==> src/assert_macros.svh <==
// Assertion macros shared by the cache RTL modules.
// Both macros sample on posedge clk; the first one is gated by rst.
`ifndef ASSERT_MACROS_SVH
`define ASSERT_MACROS_SVH

// Checked only while out of reset.
`define ASSERT_CLK_RST(label, prop, msg) \
  label: assert property (@(posedge clk) disable iff (rst) prop) \
    else $error(msg);

// Checked on every edge, including while in reset.
`define ASSERT_CLK(label, prop, msg) \
  label: assert property (@(posedge clk) prop) else $error(msg);

`endif

==> src/lkvc_pkg.sv <==
// Shared types and constants for the LRU key/value cache.
// Used by lkvc_ctrl, lkvc_dpath and lru_key_value_cache_core.
package lkvc_pkg;

  localparam int CFG_W = 5;
  localparam int OCC_W = 5;
  localparam logic [CFG_W-1:0] MAX_SIZE_RESET = 5'd16;

  localparam logic [1:0] OP_GET   = 2'd0;
  localparam logic [1:0] OP_PUT   = 2'd1;
  localparam logic [1:0] OP_CLEAR = 2'd2;

  typedef struct packed {
    logic [1:0]         operation;
    logic signed [63:0] lookup_key;
    logic signed [31:0] write_value;
  } req_t;

  typedef struct packed {
    logic               hit;
    logic signed [31:0] read_value;
    logic [OCC_W-1:0]   occupancy;
  } res_t;

  typedef struct packed {
    logic load;
    logic rd_en;
    logic scan;
    logic decide;
    logic finish;
  } cmd_t;

  typedef struct packed {
    logic need_update;
    logic res_free;
  } stat_t;

endpackage

==> src/lkvc_ctrl.sv <==
// Sequencer for the cache: idle, lookup sweep, decision, rank sweep, result.
// Depends on lkvc_pkg and assert_macros.svh.
`include "assert_macros.svh"

module lkvc_ctrl import lkvc_pkg::*; #(
  parameter int CAPACITY = 16,
  localparam int CW = $clog2(CAPACITY + 1),
  localparam int AW = (CAPACITY > 1) ? $clog2(CAPACITY) : 1
) (
  input  logic          clk,
  input  logic          rst,
  input  logic          req_valid,
  input  logic [1:0]    req_op,
  output logic          req_stall,
  output cmd_t          cmd,
  output logic [AW-1:0] rd_addr,
  input  stat_t         stat
);

  localparam logic [2:0] S_IDLE   = 3'd0;
  localparam logic [2:0] S_SCAN   = 3'd1;
  localparam logic [2:0] S_DECIDE = 3'd2;
  localparam logic [2:0] S_UPDATE = 3'd3;
  localparam logic [2:0] S_FINISH = 3'd4;

  localparam logic [CW-1:0] LAST = CW'(CAPACITY);

  logic [2:0]    state, state_next;
  logic [CW-1:0] cnt, cnt_next;

  always_comb begin
    state_next = state;
    cnt_next   = cnt;
    cmd        = '0;
    unique case (state)
      S_IDLE: begin
        cmd.load = req_valid;
        cnt_next = '0;
        if (req_valid) begin
          state_next = (req_op == OP_GET || req_op == OP_PUT) ? S_SCAN : S_DECIDE;
        end
      end
      S_SCAN: begin
        cmd.scan  = 1'b1;
        cmd.rd_en = (cnt != LAST);
        cnt_next  = CW'(cnt + 1'b1);
        if (cnt == LAST) begin
          cnt_next   = '0;
          state_next = S_DECIDE;
        end
      end
      S_DECIDE: begin
        cmd.decide = 1'b1;
        cnt_next   = '0;
        state_next = stat.need_update ? S_UPDATE : S_FINISH;
      end
      S_UPDATE: begin
        cmd.rd_en = (cnt != LAST);
        cnt_next  = CW'(cnt + 1'b1);
        if (cnt == LAST) begin
          cnt_next   = '0;
          state_next = S_FINISH;
        end
      end
      S_FINISH: begin
        cmd.finish = 1'b1;
        if (stat.res_free) begin
          state_next = S_IDLE;
        end
      end
      default: begin
        state_next = S_IDLE;
      end
    endcase
  end

  always_ff @(posedge clk) begin
    if (rst) begin
      state <= S_IDLE;
      cnt   <= '0;
    end else begin
      state <= state_next;
      cnt   <= cnt_next;
    end
  end

  assign req_stall = (state != S_IDLE);
  assign rd_addr   = cnt[AW-1:0];

  `ASSERT_CLK_RST(a_cmd_exclusive, $onehot0({cmd.load, cmd.rd_en, cmd.decide, cmd.finish}),
    "controller issued overlapping commands")
  `ASSERT_CLK_RST(a_scan_to_decide, (state == S_SCAN && cnt == LAST) |=> (state == S_DECIDE),
    "lookup sweep did not end in the decision step")

endmodule

==> src/lkvc_dpath.sv <==
// Datapath of the cache: key/value/rank memories, valid bits, count,
// sweep compare logic, limit register and result register. Uses lkvc_pkg.
`include "assert_macros.svh"

module lkvc_dpath import lkvc_pkg::*; #(
  parameter int CAPACITY = 16,
  localparam int CW = $clog2(CAPACITY + 1),
  localparam int AW = (CAPACITY > 1) ? $clog2(CAPACITY) : 1,
  localparam int CMP_W = (CW > CFG_W) ? CW : CFG_W
) (
  input  logic             clk,
  input  logic             rst,
  input  req_t             req,
  input  logic             cfg_we,
  input  logic [CFG_W-1:0] cfg_wdata,
  input  cmd_t             cmd,
  input  logic [AW-1:0]    rd_addr,
  output stat_t            stat,
  output logic             res_valid,
  input  logic             res_stall,
  output res_t             res
);

  logic [63:0]        key_mem   [CAPACITY];
  logic [31:0]        value_mem [CAPACITY];
  logic [AW-1:0]      rank_mem  [CAPACITY];

  logic [CAPACITY-1:0] valid_bits, valid_next;
  logic [CW-1:0]       count, count_next;
  logic [CFG_W-1:0]    max_size;
  req_t                req_q;

  logic [63:0]   key_q;
  logic [31:0]   value_q;
  logic [AW-1:0] rank_q;
  logic [AW-1:0] rd_idx;
  logic          rd_vld, rd_scan;

  logic          have_match, have_max, have_free;
  logic [AW-1:0] match_idx, max_idx, free_idx;
  logic [AW-1:0] match_rank, max_rank;
  logic [31:0]   match_value;

  logic [AW-1:0] slot, slot_d;
  logic [AW-1:0] thresh, thresh_d;
  logic          inc_all, inc_all_d;
  logic          need_upd, key_we, val_we;
  logic          hit_d;
  logic [31:0]   rdval_d;
  res_t          res_stage;

  logic [CFG_W-1:0] eff_limit;
  logic             full;
  logic             entry_on;

  // read port, one entry per cycle during either sweep
  always_ff @(posedge clk) begin
    key_q   <= key_mem[rd_addr];
    value_q <= value_mem[rd_addr];
    rank_q  <= rank_mem[rd_addr];
    rd_idx  <= rd_addr;
  end

  always_ff @(posedge clk) begin
    if (rst) begin
      rd_vld  <= 1'b0;
      rd_scan <= 1'b0;
    end else begin
      rd_vld  <= cmd.rd_en;
      rd_scan <= cmd.scan;
    end
  end

  always_ff @(posedge clk) begin
    if (key_we) begin
      key_mem[slot_d] <= req_q.lookup_key;
    end
    if (val_we) begin
      value_mem[slot_d] <= req_q.write_value;
    end
  end

  assign entry_on = valid_bits[rd_idx];

  // rank write-back during the second sweep
  always_ff @(posedge clk) begin
    if (rd_vld && !rd_scan) begin
      if (rd_idx == slot) begin
        rank_mem[rd_idx] <= '0;
      end else if (entry_on && (inc_all || rank_q < thresh)) begin
        rank_mem[rd_idx] <= AW'(rank_q + 1'b1);
      end
    end
  end

  always_ff @(posedge clk) begin
    if (cmd.load) begin
      req_q <= req;
    end
  end

  // lookup sweep: first match, oldest valid entry, first free entry
  always_ff @(posedge clk) begin
    if (rst || cmd.load) begin
      have_match <= 1'b0;
      have_max   <= 1'b0;
      have_free  <= 1'b0;
    end else if (rd_vld && rd_scan) begin
      if (entry_on && !have_match && key_q == req_q.lookup_key) begin
        have_match <= 1'b1;
      end
      if (entry_on && (!have_max || rank_q > max_rank)) begin
        have_max <= 1'b1;
      end
      if (!entry_on && !have_free) begin
        have_free <= 1'b1;
      end
    end
  end

  always_ff @(posedge clk) begin
    if (rd_vld && rd_scan) begin
      if (entry_on && !have_match && key_q == req_q.lookup_key) begin
        match_idx   <= rd_idx;
        match_rank  <= rank_q;
        match_value <= value_q;
      end
      if (entry_on && (!have_max || rank_q > max_rank)) begin
        max_idx  <= rd_idx;
        max_rank <= rank_q;
      end
      if (!entry_on && !have_free) begin
        free_idx <= rd_idx;
      end
    end
  end

  assign eff_limit = (max_size == '0) ? CFG_W'(1) : max_size;
  assign full = (CMP_W'(count) >= CMP_W'(eff_limit)) || (CMP_W'(count) >= CMP_W'(CAPACITY));

  always_comb begin
    hit_d      = 1'b0;
    rdval_d    = '0;
    need_upd   = 1'b0;
    slot_d     = match_idx;
    thresh_d   = match_rank;
    inc_all_d  = 1'b0;
    key_we     = 1'b0;
    val_we     = 1'b0;
    valid_next = valid_bits;
    count_next = count;
    if (cmd.decide) begin
      case (req_q.operation)
        OP_GET: begin
          if (have_match) begin
            hit_d    = 1'b1;
            rdval_d  = match_value;
            need_upd = 1'b1;
          end
        end
        OP_PUT: begin
          if (have_match) begin
            hit_d    = 1'b1;
            val_we   = 1'b1;
            need_upd = 1'b1;
          end else if (full && have_max) begin
            slot_d    = max_idx;
            inc_all_d = 1'b1;
            key_we    = 1'b1;
            val_we    = 1'b1;
            need_upd  = 1'b1;
          end else if (have_free) begin
            slot_d             = free_idx;
            inc_all_d          = 1'b1;
            key_we             = 1'b1;
            val_we             = 1'b1;
            need_upd           = 1'b1;
            valid_next[free_idx] = 1'b1;
            count_next         = CW'(count + 1'b1);
          end
        end
        OP_CLEAR: begin
          valid_next = '0;
          count_next = '0;
        end
        default: begin
        end
      endcase
    end
  end

  always_ff @(posedge clk) begin
    if (rst) begin
      valid_bits <= '0;
      count      <= '0;
      max_size   <= MAX_SIZE_RESET;
    end else begin
      valid_bits <= valid_next;
      count      <= count_next;
      if (cfg_we) begin
        max_size <= cfg_wdata;
      end
    end
  end

  always_ff @(posedge clk) begin
    if (cmd.decide) begin
      slot                 <= slot_d;
      thresh               <= thresh_d;
      inc_all              <= inc_all_d;
      res_stage.hit        <= hit_d;
      res_stage.read_value <= rdval_d;
      res_stage.occupancy  <= OCC_W'(count_next);
    end
  end

  assign stat.need_update = need_upd;
  assign stat.res_free    = !res_valid || !res_stall;

  always_ff @(posedge clk) begin
    if (rst) begin
      res_valid <= 1'b0;
    end else if (cmd.finish && stat.res_free) begin
      res_valid <= 1'b1;
    end else if (!res_stall) begin
      res_valid <= 1'b0;
    end
  end

  always_ff @(posedge clk) begin
    if (cmd.finish && stat.res_free) begin
      res <= res_stage;
    end
  end

  `ASSERT_CLK_RST(a_count_bound, CMP_W'(count) <= CMP_W'(CAPACITY),
    "entry count above capacity")
  `ASSERT_CLK_RST(a_count_matches_valid, $countones(valid_bits) == int'(count),
    "entry count out of step with valid bits")

endmodule

==> src/lru_key_value_cache_core.sv <==
// Top level of the fully associative LRU key/value cache.
// Joins lkvc_ctrl and lkvc_dpath; types from lkvc_pkg.
//
//  channel  | handshake              | payload
//  ---------+------------------------+---------------------------------
//  request  | req_valid / req_stall  | req (operation, key, value)
//  result   | res_valid / res_stall  | res (hit, read_value, occupancy)
//  config   | cfg_we                 | cfg_wdata (max_size)
//
// get/put: one sweep over the single-port key/value/rank memories for
//   lookup, one for rank update.
// get miss: lookup sweep only; clear and unused codes: no sweep.
// Reset (rst, synchronous) empties the table and sets max_size to 16.
// A finished result waits in the output register while res_stall is high;
//   the next request is taken once that register is loaded.
module lru_key_value_cache_core import lkvc_pkg::*; #(
  parameter int CAPACITY = 16
) (
  input  logic             clk,
  input  logic             rst,
  input  logic             req_valid,
  output logic             req_stall,
  input  req_t             req,
  output logic             res_valid,
  input  logic             res_stall,
  output res_t             res,
  input  logic             cfg_we,
  input  logic [CFG_W-1:0] cfg_wdata
);

  localparam int AW = (CAPACITY > 1) ? $clog2(CAPACITY) : 1;

  cmd_t          cmd;
  stat_t         stat;
  logic [AW-1:0] rd_addr;

  lkvc_ctrl #(
    .CAPACITY(CAPACITY)
  ) u_ctrl (
    .clk       (clk),
    .rst       (rst),
    .req_valid (req_valid),
    .req_op    (req.operation),
    .req_stall (req_stall),
    .cmd       (cmd),
    .rd_addr   (rd_addr),
    .stat      (stat)
  );

  lkvc_dpath #(
    .CAPACITY(CAPACITY)
  ) u_dpath (
    .clk       (clk),
    .rst       (rst),
    .req       (req),
    .cfg_we    (cfg_we),
    .cfg_wdata (cfg_wdata),
    .cmd       (cmd),
    .rd_addr   (rd_addr),
    .stat      (stat),
    .res_valid (res_valid),
    .res_stall (res_stall),
    .res       (res)
  );

endmodule

==> config.mk <==
export PLATFORM = sky130hd
export DESIGN_NAME = lru_key_value_cache_core
export DESIGN_NICKNAME = d
export VERILOG_FILES = /design/src/lkvc_pkg.sv /design/src/lkvc_ctrl.sv /design/src/lkvc_dpath.sv /design/src/lru_key_value_cache_core.sv
export VERILOG_INCLUDE_DIRS = /design/src /design/src/src
export SDC_FILE = /design/constraint.sdc
export NUM_CORES = 2
export LEC_CHECK = 0
export BUFFER_PORTS_ARGS = -buffer_cell sky130_fd_sc_hd__buf_4
export CORE_ASPECT_RATIO = 0.9
export CORE_MARGIN = 10
export CORE_UTILIZATION = 50
export CTS_CLUSTER_SIZE = 24
export DETAILED_ROUTE_END_ITERATION = 10
export PLACE_DENSITY = 0.71
export REMOVE_ABC_BUFFERS = 1
export SYNTH_ARGS = -nofsm -noshare
export SYNTH_HDL_FRONTEND = slang
export SYNTH_SLANG_ARGS = --single-unit
==> constraint.sdc <==
create_clock -name clk -period 14.7 [get_ports clk]
set_input_delay 4.41 -clock clk [delete_from_list [all_inputs] [get_ports clk]]
set_output_delay 4.41 -clock clk [all_outputs]
set_load 0.01 [all_outputs]
==> key figures <==
Setup path
  • Crit Reg-Reg Endpoint: u_dpath.key_mem[1][44]$_DFFE_PP_
  • Startpoint types: register
  • CP Capture Type: primary output
  • Reg2Reg Setup Slack: 9.56 ns
  • Critical Path RT: 10.29 ns
  • Worst-path fanout max: 10
  • Worst path arrival time: 1.99 ns
  • Worst R2R Path Depth: 12
  • Reg2Reg Launch Point: u_dpath.max_size[2]$_SDFFE_PP0P_
  • CP Class: register to primary output

Routing
  • Residual DRC count: 0
  • Initial DRC count: 4,045
  • Antenna viol nets, final: 0
  • Routed WL per cell: 28.4 µm
  • Post-Route WL: 156,000 µm
  • Vias: 32,600
  • Router iterations before antenna repair: 7
  • Vias per cell: 5.95

Run
  • Max-cap viol count: 0

Power
  • Combinational Power Share: 6.7%
  • Net switching power: 2.77 mW
  • Internal: 9.76 mW
  • Worst ir drop on vdd: 0.136 mV
  • Clock power frac: 38.4%
  • PwrDens: 151 mW/mm²
  • Sw frac: 22.1%
  • Leak: 25.5 nW
  • Part of the power in registers: 54.9%

Yosys
  • Netlist cell types: 71
  • Top cell type's share of synthesized area: 75.4%
  • Largest cells by area after synthesis: edfxtp_1 75%, mux4_2 15%, dfxtp_1 3.9%
  • Cells after synthesis: 3,107
  • Synth Register Bits: 1,979
  • Avg Inst Size Synth: 23.5 µm²
  • Post-synthesis async set-or-reset flop share: 0%
  • Synth area leader: edfxtp_1
  • Mapped Area: 0.0730 mm²
  • Yosys warns: 0
  • EDFF count, synth: 1,835
  • Sequential area share after synthesis: 79.4%
  • Main synth FF type: edfxtp_1

Placed design
  • HPWL Detailed: 77,200 µm
  • Place WS: 8.12 ns
  • Placed Cells: 5,126
  • Dpl cell area: 0.0768 mm²
  • # port buffers: 147
  • Routability cong.: 0.752

CTS
  • CTS tree: done
  • Clk slew on worst S/H paths: 0.06 ns
  • Clk root buf: clkbuf_16
  • H-tree depth: 4
  • Setup bufs post-CTS: 0
  • CTS buffer count: 189
  • Post_cts resized: 0
  • CTS Sinks: 1,979
  • # hold bufs at CTS: 0
  • Worst-skew pair later-pin latency: 0.81 ns
  • Longest Clk Path Bufs: 3

Worst hold path
  • Worst hold start: u_dpath.value_q[15]$_DFF_P_
  • Hold depth: 0
  • Worst Hold End: u_dpath.match_value[15]$_DFFE_PP_
  • Worst Hold Class: register to register

Global routing
  • GRT overflow: 0
  • Global-route wire length before repair: 230,000 µm
  • Initial antenna violation count: 2
  • Global Route Usage Sum: 19.2%
  • Largest net degree at the start of global routing: 149
  • Vias in the first global route: 33,500

Die
  • Core ar.: 0.145 mm²
  • Initial Utilization: 50.5%
  • Die ar.: 0.162 mm²
  • Row cnt: 132
  • IO Pins: 148
  • Chip width: 423 µm
  • Die Ht: 383 µm

STA
  • Max_slew headroom: 20.9%
  • Post-route setup slack: 8.30 ns
  • Final hold viol count: 0
  • # setup viols final: 0
  • Measured slew at the worst slew-check pin: 1.19 ns
  • Clock Skew: 0.0215 ns
  • RSZ-0062 raised after global routing: no
  • Fin crit share: 43.5%
  • TNS Setup: 0 ns
  • Fmax: 156 MHz
  • Final min period: 6.40 ns
  • Final Max Slew Viols: 0

Cells and area
  • Diode count: 0
  • Area grow syn2layout: 13.6%
  • Layout Nets: 3,501
  • Final Cell Area: 0.0830 mm²
  • Layout cells sized above 1: 29.8%
  • Final Core Density: 57.4%
  • Post-route non-filler standard cell count: 5,482

Status
  • Outcome: complete, no violations
==> layout make-up <==
class	count	area (µm²)
well taps	1943	2430
clock inverters	95	963
repair buffers	215	1680
clock buffers	261	5240
fillers	10000	61500
flip-flops and latches	1979	58000
inverters	35	131
multi-input cells	954	14500
==> Yosys cell counts (19+ instances only) <==
library cell  count
a21oi_1          29
and3_1           33
buf_2            49
clkbuf_1         76
dfxtp_1         144
edfxtp_1       1835
ha_1             19
inv_1            33
mux4_2          502
nand2_1          29
nor2_1           84
nor3_1           31
nor4_1           20
xnor2_1          39
xor2_1           25
==> how the worst max path moves through the flow <==
stage                                        to  slack [ns]                         start
finish                                req_stall        8.30  u_ctrl.state[2]$_SDFFE_PP0P_
global route                          req_stall        8.23  u_ctrl.state[2]$_SDFFE_PP0P_
CTS                                   req_stall        8.25  u_ctrl.state[2]$_SDFFE_PP0P_
detailed placement  u_dpath.req_q[60]$_DFFE_PP_        8.12                     req_valid
global placement    u_dpath.req_q[70]$_DFFE_PP_        8.14                     req_valid
floorplan            u_ctrl.cnt[4]$_SDFFE_PP0P_       -3.10    u_ctrl.cnt[0]$_SDFFE_PP0P_
==> per-layer routing <==
layer  wire [µm]  GRT usage [%]
met5           0              0
met1       63900           27.1
met2       78300           31.4
met3       10500           3.27
met4        2940           4.73
==> state kept, by name, indices dropped and copies added, names as in the netlist, 5 cells and up <==
name                 count
u_dpath.max_size         5
u_dpath.req_q           98
u_dpath.res             38
u_dpath.value_mem      512
u_dpath.res_stage       38
u_dpath.value_q         32
u_ctrl.cnt               5
u_dpath.match_value     32
u_dpath.key_mem       1024
u_dpath.valid_bits      16
u_dpath.rank_mem        64
u_dpath.count            5
u_dpath.key_q           64
==> layout by cell type, fill, tap and decap left out, types with 18 or more instances in the layout <==
cell type and count:
clkbuf_8 18, dfxtp_1 139, xnor2_1 39, clkbuf_1 51, nor2_1 67, a21oi_1 28, mux4_2 502, xor2_1 25
nand2_1 29, nor2_4 18, clkinv_1 30, buf_4 210, ha_1 19, and3_1 33, nor4_1 20, clkbuf_16 192
clkinv_2 27, edfxtp_1 1835, inv_1 33
==> critical path, stage by stage (launching register included) <==
cell	delay [ns]
dfxtp_1	0.40
or3_1	0.58
buf_4	0.22
==> power by group through the flow <==
stage	Combinational (mW)	Clock, mW	Sequential [mW]
finish	0.845	4.81	6.87
global route	0.911	5.12	6.92
CTS	0.866	4.89	6.87
detailed placement	0.863	0	6.99
global placement	0.855	0	6.97
floorplan	0.885	0	6.99
==> kinds of logic after synthesis <==
logic type | synth area share, %
mux | 15.8
buf+inv | 1.00
simple gates | 1.77
compound gates | 0.978
xor+xnor | 0.767
fa+ha+maj | 0.325
flops | 79.4
==> stage by stage <==
stage	hold slack (ns)	power [mW]
after floorplan	0.386	7.88
after global placement	0.388	7.82
after detailed placement	0.389	7.85
after CTS	0.404	12.6
after global routing	0.408	12.9
final	0.397	12.5
(Power assumes the default switching activity.)
